$ cat src/hdl/olad_pkg.sv
package olad_pkg;

   localparam logic [1:0] OP_APPEND = 2'd0;
   localparam logic [1:0] OP_DELETE = 2'd1;
   localparam logic [1:0] OP_SHOW   = 2'd2;
   localparam logic [1:0] OP_UNUSED = 2'd3;

   localparam logic [1:0] ST_OK        = 2'd0;
   localparam logic [1:0] ST_EMPTY     = 2'd1;
   localparam logic [1:0] ST_NOT_FOUND = 2'd2;
   localparam logic [1:0] ST_FULL      = 2'd3;

   localparam int COUNT_W = 5;

   typedef struct packed {
      logic [1:0]         operation;
      logic signed [31:0] item_value;
   } olad_req_type;

   typedef struct packed {
      logic signed [31:0]  entry_value;
      logic [1:0]          status;
      logic [COUNT_W-1:0]  entry_count;
      logic                last_result;
   } olad_rsp_type;

endpackage

$ cat src/hdl/olad_front.sv
module olad_front (
   input  logic                 clock,
   input  logic                 reset,
   input  logic                 req_push,
   output logic                 req_full,
   input  olad_pkg::olad_req_type req_data,
   output logic                 cmd_valid,
   input  logic                 cmd_pop,
   output olad_pkg::olad_req_type cmd_data
);
   import olad_pkg::*;

   olad_req_type q_ff [2];
   logic         q_wp_ff, q_wp_in;
   logic         q_rp_ff, q_rp_in;
   logic [1:0]   q_cnt_ff, q_cnt_in;
   logic         keep;
   logic         take;

   assign req_full  = (q_cnt_ff == 2'd2);
   assign cmd_valid = (q_cnt_ff != 2'd0);
   assign cmd_data  = q_ff[q_rp_ff];

   // Requests with the unused operation code are accepted and dropped here.
   assign keep = req_push && !req_full && (req_data.operation != OP_UNUSED);
   assign take = cmd_pop && cmd_valid;

   always_comb begin
      q_wp_in  = keep ? ~q_wp_ff : q_wp_ff;
      q_rp_in  = take ? ~q_rp_ff : q_rp_ff;
      q_cnt_in = q_cnt_ff + 2'(keep) - 2'(take);
   end

   always_ff @(posedge clock) begin
      if (reset) begin
         q_wp_ff  <= 1'b0;
         q_rp_ff  <= 1'b0;
         q_cnt_ff <= 2'd0;
      end else begin
         q_wp_ff  <= q_wp_in;
         q_rp_ff  <= q_rp_in;
         q_cnt_ff <= q_cnt_in;
      end
   end

   always_ff @(posedge clock) begin
      if (keep) begin
         q_ff[q_wp_ff] <= req_data;
      end
   end

`ifndef SYNTHESIS
   a_cnt_bound: assert property (@(posedge clock) disable iff (reset)
      q_cnt_ff != 2'd3)
      else $error("command queue count out of range");

   a_no_unused: assert property (@(posedge clock) disable iff (reset)
      cmd_valid |-> (cmd_data.operation != OP_UNUSED))
      else $error("unused operation reached the command queue head");

   a_drop: assert property (@(posedge clock) disable iff (reset)
      (req_push && !req_full && (req_data.operation == OP_UNUSED) && !take)
      |=> $stable(q_cnt_ff))
      else $error("unused operation changed the queue count");
`endif

endmodule

$ cat src/hdl/olad_back.sv
module olad_back #(
   parameter int CAPACITY = 16
) (
   input  logic                   clock,
   input  logic                   reset,
   input  logic                   cmd_valid,
   output logic                   cmd_pop,
   input  olad_pkg::olad_req_type cmd_data,
   output logic                   rsp_empty,
   input  logic                   rsp_pop,
   output olad_pkg::olad_rsp_type rsp_data
);
   import olad_pkg::*;

   localparam int CW = $clog2(CAPACITY + 1);
   localparam int IW = $clog2(CAPACITY);

   localparam logic [2:0] S_IDLE     = 3'd0;
   localparam logic [2:0] S_SRCH_RD  = 3'd1;
   localparam logic [2:0] S_SRCH_CMP = 3'd2;
   localparam logic [2:0] S_SHIFT_RD = 3'd3;
   localparam logic [2:0] S_SHIFT_WR = 3'd4;
   localparam logic [2:0] S_SHOW_RD  = 3'd5;
   localparam logic [2:0] S_SHOW_OUT = 3'd6;
   localparam logic [2:0] S_EMIT     = 3'd7;

   logic [2:0]         state_ff, state_in;
   logic [CW-1:0]      cnt_ff, cnt_in;
   logic [CW-1:0]      idx_ff, idx_in;
   logic [31:0]        val_ff, val_in;
   olad_rsp_type       res_ff, res_in;
   logic [CW-1:0]      idx_next;
   logic [CW-1:0]      idx_prev;
   logic [CW-1:0]      cnt_inc;
   logic [CW-1:0]      cnt_dec;
   logic               more;

   logic [31:0]        list_mem_ff [CAPACITY];
   logic [31:0]        rd_data_ff;
   logic               mem_we;
   logic [IW-1:0]      mem_wa;
   logic [31:0]        mem_wd;

   olad_rsp_type       rq_ff [2];
   logic               rq_wp_ff, rq_wp_in;
   logic               rq_rp_ff, rq_rp_in;
   logic [1:0]         rq_cnt_ff, rq_cnt_in;
   logic               rsp_full;
   logic               rsp_push;
   olad_rsp_type       rsp_push_data;
   logic               rsp_take;

   assign idx_next = idx_ff + CW'(1);
   assign idx_prev = idx_ff - CW'(1);
   assign cnt_inc  = cnt_ff + CW'(1);
   assign cnt_dec  = cnt_ff - CW'(1);
   assign more     = (idx_next < cnt_ff);

   always_comb begin
      state_in      = state_ff;
      cnt_in        = cnt_ff;
      idx_in        = idx_ff;
      val_in        = val_ff;
      res_in        = res_ff;
      cmd_pop       = 1'b0;
      mem_we        = 1'b0;
      mem_wa        = cnt_ff[IW-1:0];
      mem_wd        = cmd_data.item_value;
      rsp_push      = 1'b0;
      rsp_push_data = res_ff;
      case (state_ff)
         S_IDLE: begin
            if (cmd_valid) begin
               cmd_pop = 1'b1;
               val_in  = cmd_data.item_value;
               idx_in  = '0;
               case (cmd_data.operation)
                  OP_APPEND: begin
                     state_in = S_EMIT;
                     if (cnt_ff >= CW'(CAPACITY)) begin
                        res_in = '{cmd_data.item_value, ST_FULL, COUNT_W'(cnt_ff), 1'b1};
                     end else begin
                        mem_we = 1'b1;
                        cnt_in = cnt_inc;
                        res_in = '{cmd_data.item_value, ST_OK, COUNT_W'(cnt_inc), 1'b1};
                     end
                  end
                  OP_DELETE: begin
                     if (cnt_ff == '0) begin
                        res_in   = '{cmd_data.item_value, ST_EMPTY, '0, 1'b1};
                        state_in = S_EMIT;
                     end else begin
                        state_in = S_SRCH_RD;
                     end
                  end
                  OP_SHOW: begin
                     if (cnt_ff == '0) begin
                        res_in   = '{cmd_data.item_value, ST_EMPTY, '0, 1'b1};
                        state_in = S_EMIT;
                     end else begin
                        state_in = S_SHOW_RD;
                     end
                  end
                  default: begin
                     state_in = S_IDLE;
                  end
               endcase
            end
         end
         S_SRCH_RD: begin
            state_in = S_SRCH_CMP;
         end
         S_SRCH_CMP: begin
            if (rd_data_ff == val_ff) begin
               if (more) begin
                  idx_in   = idx_next;
                  state_in = S_SHIFT_RD;
               end else begin
                  cnt_in   = cnt_dec;
                  res_in   = '{val_ff, ST_OK, COUNT_W'(cnt_dec), 1'b1};
                  state_in = S_EMIT;
               end
            end else if (more) begin
               idx_in   = idx_next;
               state_in = S_SRCH_RD;
            end else begin
               res_in   = '{val_ff, ST_NOT_FOUND, COUNT_W'(cnt_ff), 1'b1};
               state_in = S_EMIT;
            end
         end
         S_SHIFT_RD: begin
            state_in = S_SHIFT_WR;
         end
         S_SHIFT_WR: begin
            // Move the entry just read one place toward the head.
            mem_we = 1'b1;
            mem_wa = idx_prev[IW-1:0];
            mem_wd = rd_data_ff;
            if (more) begin
               idx_in   = idx_next;
               state_in = S_SHIFT_RD;
            end else begin
               cnt_in   = cnt_dec;
               res_in   = '{val_ff, ST_OK, COUNT_W'(cnt_dec), 1'b1};
               state_in = S_EMIT;
            end
         end
         S_SHOW_RD: begin
            state_in = S_SHOW_OUT;
         end
         S_SHOW_OUT: begin
            rsp_push_data = '{rd_data_ff, ST_OK, COUNT_W'(cnt_ff), !more};
            if (!rsp_full) begin
               rsp_push = 1'b1;
               if (more) begin
                  idx_in   = idx_next;
                  state_in = S_SHOW_RD;
               end else begin
                  state_in = S_IDLE;
               end
            end
         end
         S_EMIT: begin
            if (!rsp_full) begin
               rsp_push = 1'b1;
               state_in = S_IDLE;
            end
         end
         default: begin
            state_in = S_IDLE;
         end
      endcase
   end

   always_ff @(posedge clock) begin
      if (reset) begin
         state_ff <= S_IDLE;
         cnt_ff   <= '0;
      end else begin
         state_ff <= state_in;
         cnt_ff   <= cnt_in;
      end
   end

   always_ff @(posedge clock) begin
      idx_ff <= idx_in;
      val_ff <= val_in;
      res_ff <= res_in;
   end

   always_ff @(posedge clock) begin
      if (mem_we) begin
         list_mem_ff[mem_wa] <= mem_wd;
      end
      rd_data_ff <= list_mem_ff[idx_ff[IW-1:0]];
   end

   // Two-entry result queue decouples the sequencer from the consumer.
   assign rsp_full  = (rq_cnt_ff == 2'd2);
   assign rsp_empty = (rq_cnt_ff == 2'd0);
   assign rsp_data  = rq_ff[rq_rp_ff];
   assign rsp_take  = rsp_pop && !rsp_empty;

   always_comb begin
      rq_wp_in  = rsp_push ? ~rq_wp_ff : rq_wp_ff;
      rq_rp_in  = rsp_take ? ~rq_rp_ff : rq_rp_ff;
      rq_cnt_in = rq_cnt_ff + 2'(rsp_push) - 2'(rsp_take);
   end

   always_ff @(posedge clock) begin
      if (reset) begin
         rq_wp_ff  <= 1'b0;
         rq_rp_ff  <= 1'b0;
         rq_cnt_ff <= 2'd0;
      end else begin
         rq_wp_ff  <= rq_wp_in;
         rq_rp_ff  <= rq_rp_in;
         rq_cnt_ff <= rq_cnt_in;
      end
   end

   always_ff @(posedge clock) begin
      if (rsp_push) begin
         rq_ff[rq_wp_ff] <= rsp_push_data;
      end
   end

`ifndef SYNTHESIS
   a_cnt_bound: assert property (@(posedge clock) disable iff (reset)
      cnt_ff <= CW'(CAPACITY))
      else $error("fill count exceeds capacity");

   a_idx_bound: assert property (@(posedge clock) disable iff (reset)
      ((state_ff == S_SRCH_CMP) || (state_ff == S_SHIFT_WR) || (state_ff == S_SHOW_OUT))
      |-> (idx_ff < cnt_ff))
      else $error("list index beyond fill count");

   a_shift_idx: assert property (@(posedge clock) disable iff (reset)
      (state_ff == S_SHIFT_WR) |-> (idx_ff != '0))
      else $error("compaction write below the head");

   a_del_done: assert property (@(posedge clock) disable iff (reset)
      ((state_ff == S_SHIFT_WR) && !more) |=> (cnt_ff == $past(cnt_dec)))
      else $error("delete did not shrink the list");

   a_rq_push: assert property (@(posedge clock) disable iff (reset)
      rsp_push |-> (rq_cnt_ff != 2'd2))
      else $error("result queue overflow");
`endif

endmodule

$ cat src/hdl/ordered_list_append_delete_core.sv
// Ordered list of up to CAPACITY signed 32-bit values. Requests enter a
// two-deep command queue (op code 3 is taken and dropped) and are then
// carried out by a sequencer on a list memory with one write and one read
// port and registered read data; results leave through a two-deep result
// queue. The memory ports set the rate. The sequencer takes a request in
// the cycle after its beat, when it is idle. An append writes the memory
// unless the list is full; a delete reads and compares each entry up to the
// match or the end, then moves each later entry one place toward the
// head; a show reads and emits each entry in turn. A result is on
// the result ports from the cycle after the one that hands it to an empty
// result queue. A full result queue stalls the sequencer until a beat is
// popped. No clearing pass is needed after reset.
module ordered_list_append_delete_core #(
   parameter int CAPACITY = 16
) (
   input  logic                   clock,
   input  logic                   reset,
   input  logic                   req_push,
   output logic                   req_full,
   input  olad_pkg::olad_req_type req_data,
   output logic                   rsp_empty,
   input  logic                   rsp_pop,
   output olad_pkg::olad_rsp_type rsp_data
);
   import olad_pkg::*;

   logic         cmd_valid;
   logic         cmd_pop;
   olad_req_type cmd_data;

   olad_front u_front (
      .clock     (clock),
      .reset     (reset),
      .req_push  (req_push),
      .req_full  (req_full),
      .req_data  (req_data),
      .cmd_valid (cmd_valid),
      .cmd_pop   (cmd_pop),
      .cmd_data  (cmd_data)
   );

   olad_back #(
      .CAPACITY (CAPACITY)
   ) u_back (
      .clock     (clock),
      .reset     (reset),
      .cmd_valid (cmd_valid),
      .cmd_pop   (cmd_pop),
      .cmd_data  (cmd_data),
      .rsp_empty (rsp_empty),
      .rsp_pop   (rsp_pop),
      .rsp_data  (rsp_data)
   );

endmodule
$ cat config.mk
export PLATFORM = sky130hd
export DESIGN_NAME = ordered_list_append_delete_core
export DESIGN_NICKNAME = d
export VERILOG_FILES = /design/src/hdl/olad_pkg.sv /design/src/hdl/olad_front.sv /design/src/hdl/olad_back.sv /design/src/hdl/ordered_list_append_delete_core.sv
export SDC_FILE = /design/constraint.sdc
export NUM_CORES = 1
export LEC_CHECK = 0
export BUFFER_PORTS_ARGS = -buffer_cell sky130_fd_sc_hd__buf_2
export CAP_MARGIN = 20
export CORE_MARGIN = 3
export CORE_UTILIZATION = 60
export DETAILED_ROUTE_END_ITERATION = 10
export PLACE_DENSITY = 0.81
export SYNTH_ARGS = -nofsm -noshare
export SYNTH_HDL_FRONTEND = slang
export SYNTH_SLANG_ARGS = --single-unit
$ cat constraint.sdc
create_clock -name clock -period 6.15 [get_ports clock]
set_clock_uncertainty 0.2 [all_clocks]
set_input_delay 0.9225 -clock clock [delete_from_list [all_inputs] [get_ports clock]]
set_output_delay 0.9225 -clock clock [all_outputs]
set_load 0.005 [all_outputs]
[Word-level counts from Yosys, hierarchy flattened]
Memory sizes are Yosys's and may differ from the RTL's. A register that Yosys moved wholly into a read port is not among the register bits.
Cells that the tools add are included.
Storage, ports and cells
  bits in latches: 0
  memories kept: 3
  logic and storage cells: 125
  register bits after elaboration: 93
  bits of input ports: 38
  memory bits (writable): 660
  output and inout bits: 42
  memory bits (read-only): 0
Memory list
  u_back.list_mem_ff: words 16, width 32, read ports 1, clocked after Yosys merged registers in 1, write ports 1, RTL line olad_back.sv:38  | logic [31:0] list_mem_ff [CAPACITY];
  u_back.rq_ff: words 2, width 40, read ports 1, clocked after Yosys merged registers in 1, write ports 1, RTL line olad_back.sv:44  | olad_rsp_type rq_ff [2];
  u_front.q_ff: words 2, width 34, read ports 1, clocked after Yosys merged registers in 1, write ports 1, RTL line olad_front.sv:13  | olad_req_type q_ff [2];
Cells by class
  order comparisons: 2
  reduce and logical (&&, ||, !) cells: 22
  bitwise operators: 4
  equality and inequality tests: 22
  multiplexer cells: 50
  $mul: 0
  shifts and indexed selects: 0
  $add $sub $neg: 8
  divide/modulo/power cells: 0
Operators by type and width (count)
  40-bit 2-to-1 mux: 6
  40-bit one-hot mux with 3 select lines: 1
  40-bit one-hot mux with 2 select lines: 1
  5-bit 2-to-1 mux: 8
  32-bit == test: 1
  32-bit 2-to-1 mux: 1
  5-bit one-hot mux with 3 select lines: 2
  3-bit 2-to-1 mux: 8
  3-bit one-hot mux with 8 select lines: 1
  1-bit 2-to-1 mux: 17
  3-bit == test, second input constant: 4
  2-bit inequality test, second input constant: 6
  5-bit by 1-bit adder with 5-bit output, second input constant: 2
  5-bit AND reduction: 2
  3-bit one-hot mux with 3 select lines: 1
  8-bit 2-to-1 mux: 1
  2-bit == test, second input constant: 3
  3-bit by 2-bit == test with 1-bit output, second input constant: 2
  3-bit inequality test, second input constant: 2
  3-bit AND reduction: 2
  3-bit nonzero test: 2
  2-bit OR reduction: 3
  5-bit greater-or-equal comparator, second input constant: 1
  5-bit zero test: 1
  other kinds (19): 30

[Longest topological paths before layout]
Gate-level depths: netlist of the first run.
  depth after elaboration: 7
  gate-level depth with buffers: 13
  gate-level depth less buffers: 9

[Hierarchy]
From an unflattened synthesis of the first run, not the netlist that was laid out.
Unflattened totals
  cell total of the unflattened synthesis: 1659
  area total of the unflattened synthesis: 31647.9 um2
Modules (own cells, without submodules)
  olad_back: seq. area each 20990.1 um2, times used 1, area an instance 28785.1 um2, cells an instance 1525
  olad_front: seq. area each 2142.1 um2, times used 1, area an instance 2862.7 um2, cells an instance 134

[Worst setup path before layout of the first run]
Ideal clock, no wire load.
  path kind: reg-to-reg
  from: register with a tool-made name
  to: memory u_back.list_mem_ff[5][0], enable pin
  library setup time: 0.421 ns
  clock period less this slack: 4.020 ns
  setup slack: 2.130 ns
  required time: 5.529 ns
  arrival time: 3.399 ns
  path buffers: 2
  stages on the path, launching flop included: 11
  cells stage by stage: dfxtp_1 clkbuf_1 buf_2 mux2i_1 ha_1 inv_1 nor3_1 nand2_1 mux2i_1 nand2_1 nor2_1
RTL lines (RTL line)
  to (decl): olad_back.sv:38

==> run_results.csv, run 1 <==
group,metric,value,unit
grt,overflow,0,
clocking,postCtsSetupBuffers,0,
grt,first_global_vias,15693,
grt,antenna_found_initial,4,
floorplanning,rows,82,
timing,min_period_over_period,67.1,%
final_layout,fillCellCount,3000,
timing,period_needed,4130,ps
detailed_routing,vias,15957,
clocking,clock_path_buffers,3,
placement,routabilityCongestion,0.862,
grt,grt_use_total,25.4,%
final_layout,post_route_cells_drive_above_1_share,29.4,%
synth,avgSynthCellArea,19.4,um^2
synth,yosysSeqAreaShare,74.5,%
synth,ys_seq_elements,787,
critical_path,startpoint_type,"register",
clocking,cts_resized,0,
timing,max_freq,242,MHz
floorplanning,initial_core_util,61.3,%
detailed_routing,drtPass1Iterations,7,
critical_path,rrSetupSlack,2020,ps
clocking,cts_sinks,787,
grt,grt_max_degree,79,
critical_path,cp_max_fo,34,
critical_path,endpoint_kind,"register",
synth,syn_nets,1653,
power_and_ir_drop,ir_worst_vdd,0.337,mV
synth,synth_top_area_share,71.3,%
placement,dp_hpwl,40.5,mm
timing,rsz0062_at_grt,"false",
flow_run,max-cap-violations,0,
synth,post-synth-top-area-cell,"edfxtp_1",
synth,synth-edff-count,737,
timing,timing.hold.ws,298,ps
detailed_routing,ant_nets,0,
clocking,clk_latency,620,ps
synth,synth_commonest_cells,"edfxtp_1 (737), mux4_2 (160), nor2_1 (120)",
clocking,cts_buffers,75,
final_layout,utilization,69.2,%
detailed_routing,wirelength,67.8,mm
timing,timing.slew.headroom,27.9,%
run_status,status,"completed",
synth,ys_types,52,
detailed_routing,viasPerCell,6.52,
clocking,root_buffer,"clkbuf_16",
placement,port_buffers,79,
timing,finalHoldViolCount,0,
timing,slew_violations,0,
critical_path,path_delay_family,"simple AND/OR/NAND/NOR gates",
synth,synthTopCellsByArea,"edfxtp_1 (71%), mux4_2 (12%), dfxtp_1 (3.2%), mux2_2 (2.8%), nor2_1 (1.5%)",
clocking,h-tree-depth,3,
floorplanning,die_x,233,um
floorplanning,core_area,0.0507,mm^2
grt,grt_pass1_wl,101,mm
clocking,cts.clk_slew.worst_paths,60,ps
critical_path,required,6180,ps
timing,setup_viol,0,
power_and_ir_drop,p_leak,11.4,nW
power_and_ir_drop,p_per_area,515,mW/mm^2
final_layout,diodes,0,
floorplanning,die_area,0.0545,mm^2
placement,place_area,0.0322,mm^2
timing,fin_tns_setup,0,ps
synth,netlist_area,0.0310,mm^2
worst_hold_path,hp-class,"in -> reg",
final_layout,fin_area,0.0351,mm^2
final_layout,nNetsFinal,1768,
synth,syn_inst,1599,
clocking,cts_tree,"yes",
synth,yosysMostFrequentCell,"edfxtp_1",
critical_path,worstSetupPathType,"reg -> reg",
floorplanning,io_pins,80,
critical_path,crit_slowest_cell,"nor2_4",
synth,ys.flop_type,"edfxtp_1",
critical_path,cp_slowest_stage_delay,900,ps
detailed_routing,drc_errors,0,
critical_path,cp.arrival,4160,ps
critical_path,crit_buf_inv,2,
timing,tightest_slew,1080,ps
synth,yosysWarningCount,0,
critical_path,path_cells,"buf_4, mux2i_1, ha_1, inv_1, nor3_1, nand2_1, mux2i_1, nand2_1, nor2_4",
detailed_routing,drtIter0Drc,1931,
synth,async_reset_ff_share,0,%
floorplanning,die_h,233,um
final_layout,areaGrowthSynthToFinish,12.9,%
clocking,postCtsHoldBufs,0,
detailed_routing,routedWlPerCell,27.7,um
## power by group
| group | total (W) | switching (W) | leakage [nW] | internal (W) |
|---|---|---|---|---|
| registers | 0.00786 | 0.000525 | 7.10 | 0.00733 |
| logic | 0.00543 | 0.00323 | 3.06 | 0.00220 |
| clock network | 0.00478 | 0.00198 | 1.27 | 0.00280 |
## state kept, by name, summed over array words and instances (netlist names), 2 cells and up, named ones only
signal and count:
u_back.list_mem_ff 512, u_back.rq_ff 80, u_front.q_ff 68, u_back.res_ff 40
u_back.rd_data_ff 32, u_back.val_ff 32, u_back.cnt_ff 5, u_back.idx_ff 5
u_back.state_ff 3, u_back.rq_cnt_ff 2, u_front.q_cnt_ff 2
## through the flow
step           worst slack (ps)  instances  total power, W
2_1_floorplan              2130       1599          0.0114
3_3_place_gp               2170       2286          0.0128
3_5_place_dp               1990       2288          0.0131
4_1_cts                    1950       2427          0.0179
5_1_grt                    1760       2448          0.0188
6_report                   2020       2448          0.0181
## final cells by class
type	count	area, um^2	share of cell area, %
Tap cell	672	841	2.40
Clock inverter	44	514	1.47
Sequential cell	787	23100	66.0
Timing Repair Buffer	121	851	2.43
Multi-Input combinational cell	682	7510	21.4
Clock buffer	95	2040	5.83
Inverter	47	176	0.503
## layout by cell type, fill, tap and decap left out, types with 4 or more instances in the layout
cell type / synthesis / routed
or3_1: 4 / 4
ha_1: 16 / 16
mux4_2: 160 / 160
buf_4: 3 / 32
xnor2_1: 48 / 48
clkbuf_1: 22 / 13
nand2_1: 36 / 35
buf_2: 25 / 79
a221o_1: 30 / 30
nor2_1: 120 / 102
dfxtp_1: 50 / 48
clkbuf_8: 0 / 5
bufinv_16: 0 / 10
a21oi_1: 54 / 42
clkinv_2: 0 / 21
mux2_2: 76 / 76
nor2_4: 0 / 17
clkinv_1: 0 / 4
a21o_1: 4 / 4
xor2_1: 4 / 4
and2_1: 6 / 4
clkbuf_16: 0 / 77
edfxtp_1: 737 / 737
nor2b_1: 8 / 6
a21oi_2: 1 / 13
nand4_1: 8 / 8
o21ai_0: 14 / 14
buf_12: 0 / 8
inv_6: 0 / 4
inv_1: 47 / 47
nor3_1: 10 / 10
nand3_1: 5 / 5
mux2i_1: 37 / 37
## final timing paths
| kind | startpoint | end | depth (start not counted) |
|---|---|---|---|
| worst min register to register | u_front.q_rp_ff | u_front.q_rp_ff | 2 |
| worst min-delay path | req_data[9] | u_front.q_ff[0][9] | 1 |
| worst max register to register | register | u_back.list_mem_ff[1][17] | 9 |
| worst max-delay path | register | u_back.list_mem_ff[1][17] | 9 |
## logic make-up after synthesis
kind of cell | after synthesis | synth area share (%)
adders and majority gates | 16 | 0.645
DFF | 787 | 74.5
AOI/OAI and AO/OA | 131 | 2.91
muxes | 273 | 15.6
and+or+nand+nor | 210 | 2.97
buffers and inverters | 130 | 1.95
xor gates and xnor gates | 52 | 1.47
## routing by layer
metal  up-vias  routed length, um  track usage (%)
li1       6620                  -                -
met1      8233              27200             38.1
met2       974              31700             38.0
met3       126               7050             5.54
met4         4               1820             8.03
met5         -                 27                0
Note: power is estimated with default switching activity, not from simulation.
==> run 2: changes to the inputs <==
Clock period 6.15 ns to 3.8 ns, I/O delays scaled along.
==> run_results.csv, run 2 (synthesis results as in run 1) <==
group,metric,value,unit
floorplanning,io_pins,80,
clocking,cts_tree,"yes",
floorplanning,die_area,0.0545,mm^2
critical_path,path_delay_family,"compound AO/OA/AOI/OAI gates",
detailed_routing,wl_met3,7.61,mm
detailed_routing,viasPerCell,6.62,
placement,routabilityCongestion,0.899,
floorplanning,rows,82,
detailed_routing,drtIter0Drc,2103,
grt,grt_use_total,28.0,%
critical_path,rrSetupSlack,250,ps
flow_run,max-cap-violations,0,
final_layout,post_route_cells_drive_above_1_share,28.9,%
grt,grt_max_degree,129,
critical_path,cp_num_cells,8,
timing,slew_violations,0,
final_layout,final_cell_mix,"edfxtp_1 (737), mux4_2 (160), nor2_1 (102)",
timing,min_period_over_period,93.5,%
grt,grt_pass1_wl,110,mm
detailed_routing,dr.max_layer_used,"met5",
detailed_routing,ant_nets,0,
power_and_ir_drop,p_leak,11.6,nW
detailed_routing,routedWlPerCell,29.7,um
critical_path,crit_buf_inv,1,
placement,port_buffers,79,
power_and_ir_drop,ir_worst_vdd,0.575,mV
final_layout,fillCellCount,2863,
final_layout,final_common_cell,"edfxtp_1",
critical_path,startpoint_type,"register",
critical_path,path_cells,"inv_1, ha_1, ha_1, a21boi_0, o2111ai_1, nand2_1, a21o_1, a221o_1",
detailed_routing,vias,16592,
final_layout,utilization,69.8,%
clocking,cts_buffers,73,
worst_hold_path,holdPathStages,2,
floorplanning,die_h,233,um
run_status,status,"completed",
critical_path,crit_top_cell,"ha_1",
timing,rsz0062_at_grt,"false",
final_layout,nNetsFinal,1828,
final_layout,diodes,0,
final_layout,layoutNonFillerInstCount,2505,
detailed_routing,drc_errors,0,
floorplanning,core_area,0.0507,mm^2
timing,tightest_slew,1120,ps
critical_path,endpoint_kind,"register",
final_layout,fin_area,0.0354,mm^2
clocking,cts_sinks,787,
critical_path,startpoint,"u_back.idx_ff[1]",
final_layout,reg_top3,"u_back.list_mem_ff x512, u_back.rq_ff x80, u_front.q_ff x68",
grt,antenna_found_initial,1,
timing,setup_viol,0,
floorplanning,initial_core_util,61.3,%
power_and_ir_drop,p_per_area,822,mW/mm^2
clocking,root_buffer,"clkbuf_16",
placement,place_area,0.0326,mm^2
critical_path,reg2reg_from,"u_back.idx_ff[1]",
clocking,clk_latency,620,ps
timing,timing.slew.headroom,25.4,%
final_layout,largest-register,"u_back.list_mem_ff",
placement,dp_cells,2337,
placement,dpl_worst_slack,407,ps
critical_path,crit_slowest_cell,"a21o_1",
final_layout,largest_reg_flops,512,
critical_path,rr_worst_depth,8,
critical_path,cp.arrival,3810,ps
timing,finalHoldViolCount,0,
timing,period_needed,3550,ps
placement,dp_hpwl,39.9,mm
detailed_routing,met1Wirelength,26.7,mm
worst_hold_path,worstHoldStart,"reset",
worst_hold_path,hp-class,"in -> reg",
detailed_routing,drtPass1Iterations,5,
clocking,h-tree-depth,3,
grt,overflow,0,
grt,first_global_vias,16762,
detailed_routing,wirelength,74.5,mm
critical_path,cp_slowest_stage_delay,920,ps
timing,setup_slack,248,ps
final_layout,areaGrowthSynthToFinish,13.9,%
critical_path,required,4060,ps
clocking,cts.clk_slew.worst_paths,70,ps
critical_path,cp_max_fo,30,
detailed_routing,met2_length,37.1,mm
timing,max_freq,282,MHz
critical_path,worstSetupPathType,"reg -> reg",
timing,timing.hold.ws,170,ps
floorplanning,die_x,233,um
clocking,clock_path_buffers,3,
[run 2: routing by layer]
metal,GRT usage (%),vias up
li1,-,6724
met1,37.7,8479
met2,45.5,1173
met3,5.07,214
met4,12.2,2
met5,0,-
[run 2: worst reg2reg max path: cells and delay by family (launching register included)]
| family | cells | cell delay, ps |
|---|---|---|
| DFF | 1 | 540 |
| buffers and inverters | 1 | 90 |
| adders and majority gates | 2 | 660 |
| and+or+nand+nor | 1 | 320 |
| AOI/OAI and AO/OA | 4 | 1600 |
[run 2: worst paths after layout]
| check | endpoint |
|---|---|
| worst max-delay path | u_back.res_ff[14] |
| worst min-delay path | register |
| worst max register to register | u_back.res_ff[14] |
| worst min register to register | register |
[run 2: power by group]
part | total, W | leakage [nW] | switching (W) | internal, W
Combinational | 0.00898 | 3.33 | 0.00532 | 0.00366
Sequential | 0.0127 | 7.10 | 0.000878 | 0.0118
Clock | 0.00736 | 1.18 | 0.00316 | 0.00420
[run 2: cell type report]
type                            count  area [um^2]  share of cell area [%]
Clock buffer                       96         2000                    5.64
Clock inverter                     38          380                    1.08
Inverter                           47          176                   0.499
Multi-Input combinational cell    682         7460                    21.1
Sequential cell                   787        23100                    65.4
Tap cell                          672          841                    2.38
Timing Repair Buffer              183         1370                    3.88
[run 2: what timing repair did]
item | 4_1_cts | 5_1_grt
gates resized for setup | 0 | 0
endpoints found under the setup margin | 0 | 0
hold endpoints to repair | 68 | 0
setup buffers | 0 | 0
hold buffers | 34 | 0
[run 2: stage by stage]
stage / TNS [ps] / power (W)
6_report: 0 / 0.0291
3_5_place_dp: 0 / 0.0214
3_3_place_gp: 0 / 0.0209
5_1_grt: 0 / 0.0301
2_1_floorplan: -69780 / 0.0185
4_1_cts: 0 / 0.0289
==> run 3: changes to the inputs <==
Settings changed: CORE_MARGIN 3 to 4.
==> run_results.csv, run 3 (synthesis results as in run 1) <==
group,metric,value,unit
timing,rsz0062_at_grt,"false",
critical_path,cp.arrival,3330,ps
final_layout,final_common_cell,"edfxtp_1",
detailed_routing,wirelength,73.6,mm
detailed_routing,met1Wirelength,27.4,mm
critical_path,cp_slowest_stage_delay,520,ps
critical_path,cp_max_fo,32,
clocking,root_buffer,"clkbuf_16",
placement,routabilityCongestion,0.872,
floorplanning,core_area,0.0513,mm^2
grt,grt_pass1_wl,111,mm
detailed_routing,viasPerCell,6.54,
detailed_routing,drtIter0Drc,2581,
timing,finalHoldViolCount,0,
timing,timing.hold.ws,155,ps
timing,setup_viol,0,
timing,tightest_slew,1130,ps
final_layout,fillCellCount,2931,
detailed_routing,routedWlPerCell,29.3,um
detailed_routing,drc_errors,0,
critical_path,path_cells,"mux2i_1, ha_1, inv_1, nor3_1, nand2_1, mux2i_1, nand2_1, nor2_4, buf_4",
grt,overflow,0,
critical_path,rr_endpoint,"u_back.list_mem_ff[5][8]",
timing,slew_violations,0,
worst_hold_path,hold_end,"u_back.rq_rp_ff",
power_and_ir_drop,p_leak,11.6,nW
floorplanning,initial_core_util,60.5,%
power_and_ir_drop,p_per_area,816,mW/mm^2
worst_hold_path,worstHoldStart,"reset",
final_layout,areaGrowthSynthToFinish,14.3,%
final_layout,final_cell_mix,"edfxtp_1 (737), mux4_2 (160), nor2_1 (102)",
worst_hold_path,hp-class,"in -> reg",
floorplanning,die_x,235,um
critical_path,required,3840,ps
final_layout,post_route_cells_drive_above_1_share,28.6,%
detailed_routing,wl_met3,6.62,mm
clocking,cts_tree,"yes",
detailed_routing,met2_length,37.4,mm
clocking,postCtsSetupBuffers,0,
detailed_routing,drtPass1Iterations,5,
floorplanning,die_h,235,um
run_status,status,"completed",
floorplanning,die_area,0.0555,mm^2
detailed_routing,ant_nets,0,
power_and_ir_drop,ir_worst_vdd,0.509,mV
detailed_routing,vias,16459,
grt,first_global_vias,16710,
grt,grt_max_degree,130,
timing,fin_tns_setup,0,ps
worst_hold_path,holdPathStages,2,
grt,grt_use_total,26.7,%
critical_path,worstSetupPathType,"reg -> reg",
critical_path,endpoint_kind,"register",
timing,max_freq,304,MHz
placement,dp_hpwl,39.9,mm
final_layout,largest_reg_flops,512,
clocking,clock_path_buffers,3,
final_layout,largest-register,"u_back.list_mem_ff",
critical_path,crit_slowest_cell,"buf_4",
clocking,cts_sinks,787,
grt,antenna_found_initial,4,
placement,port_buffers,79,
clocking,cts_resized,0,
flow_run,max-cap-violations,0,
clocking,cts.clk_slew.worst_paths,60,ps
clocking,clk_latency,620,ps
timing,period_needed,3290,ps
clocking,h-tree-depth,3,
final_layout,diodes,0,
final_layout,reg_top3,"u_back.list_mem_ff x512, u_back.rq_ff x80, u_front.q_ff x68",
floorplanning,io_pins,80,
final_layout,nNetsFinal,1831,
critical_path,rr_worst_depth,9,
critical_path,rrSetupSlack,510,ps
critical_path,startpoint_type,"register",
clocking,postCtsHoldBufs,34,
floorplanning,rows,83,
timing,min_period_over_period,86.5,%
clocking,cts_buffers,73,
timing,timing.slew.headroom,24.6,%
detailed_routing,dr.max_layer_used,"met5",
-- run 3: cell count changes in the layout (fill, tap and decap cells not counted), sizes merged --
cell,before,now
buf,149,151
bufinv,7,8
clkbuf,96,88
clkinv,26,32
inv,50,53
-- run 3: worst max-delay path by stage --
stage,from,to,slack (ps),cells past startpoint
5_1_grt,register,u_back.list_mem_ff[5][12],330,9
3_3_place_gp,u_back.idx_ff[0],u_back.res_ff[19],540,8
3_5_place_dp,u_back.idx_ff[0],u_back.res_ff[24],500,8
6_report,register,u_back.list_mem_ff[5][8],510,9
2_1_floorplan,register,u_back.list_mem_ff[5][0],-220,10
4_1_cts,u_back.idx_ff[0],u_back.res_ff[24],450,8
-- run 3: stage by stage --
step | util (%) | worst slack, ps | cell area [um^2] | power (W) | std cells
after global placement | 63.8 | 544 | 32700 | 0.0209 | 2344
after CTS | 69.1 | 450 | 35400 | 0.0288 | 2513
after floorplan | - | -220 | 31100 | 0.0185 | 1599
final | 69.2 | 515 | 35500 | 0.0290 | 2517
after global routing | 69.2 | 334 | 35500 | 0.0301 | 2517
after detailed placement | 63.8 | 498 | 32700 | 0.0213 | 2344
-- run 3: critical path, delay by kind of cell, from the launching register on --
kind | cells | cell delay [ps]
DFF | 1 | 420
and+or+nand+nor | 4 | 930
buffers and inverters | 2 | 580
muxes | 2 | 550
adders and majority gates | 1 | 220
-- run 3: layer usage --
metal  global-route usage [%]  vias to the layer above
li1                         -                     6734
met1                     37.2                     8513
met2                     44.2                     1073
met3                     4.28                      135
met4                     8.65                        4
met5                        0                        -
-- run 3: area by class of cell --
cell class	instances	area, um^2	area share (%)
timing repair buffer	186	1500	4.22
tap	680	851	2.40
clock buffer	87	1890	5.32
clock inverter	48	470	1.33
multi-input combinational	682	7460	21.0
sequential	787	23100	65.2
inverter	47	176	0.497
-- run 3: power by group --
group | leakage (nW) | internal, W | switching (W)
clock network | 1.16 | 0.00413 | 0.00320
logic | 3.37 | 0.00372 | 0.00518
registers | 7.10 | 0.0118 | 0.000881
total | 11.6 | 0.0197 | 0.00926
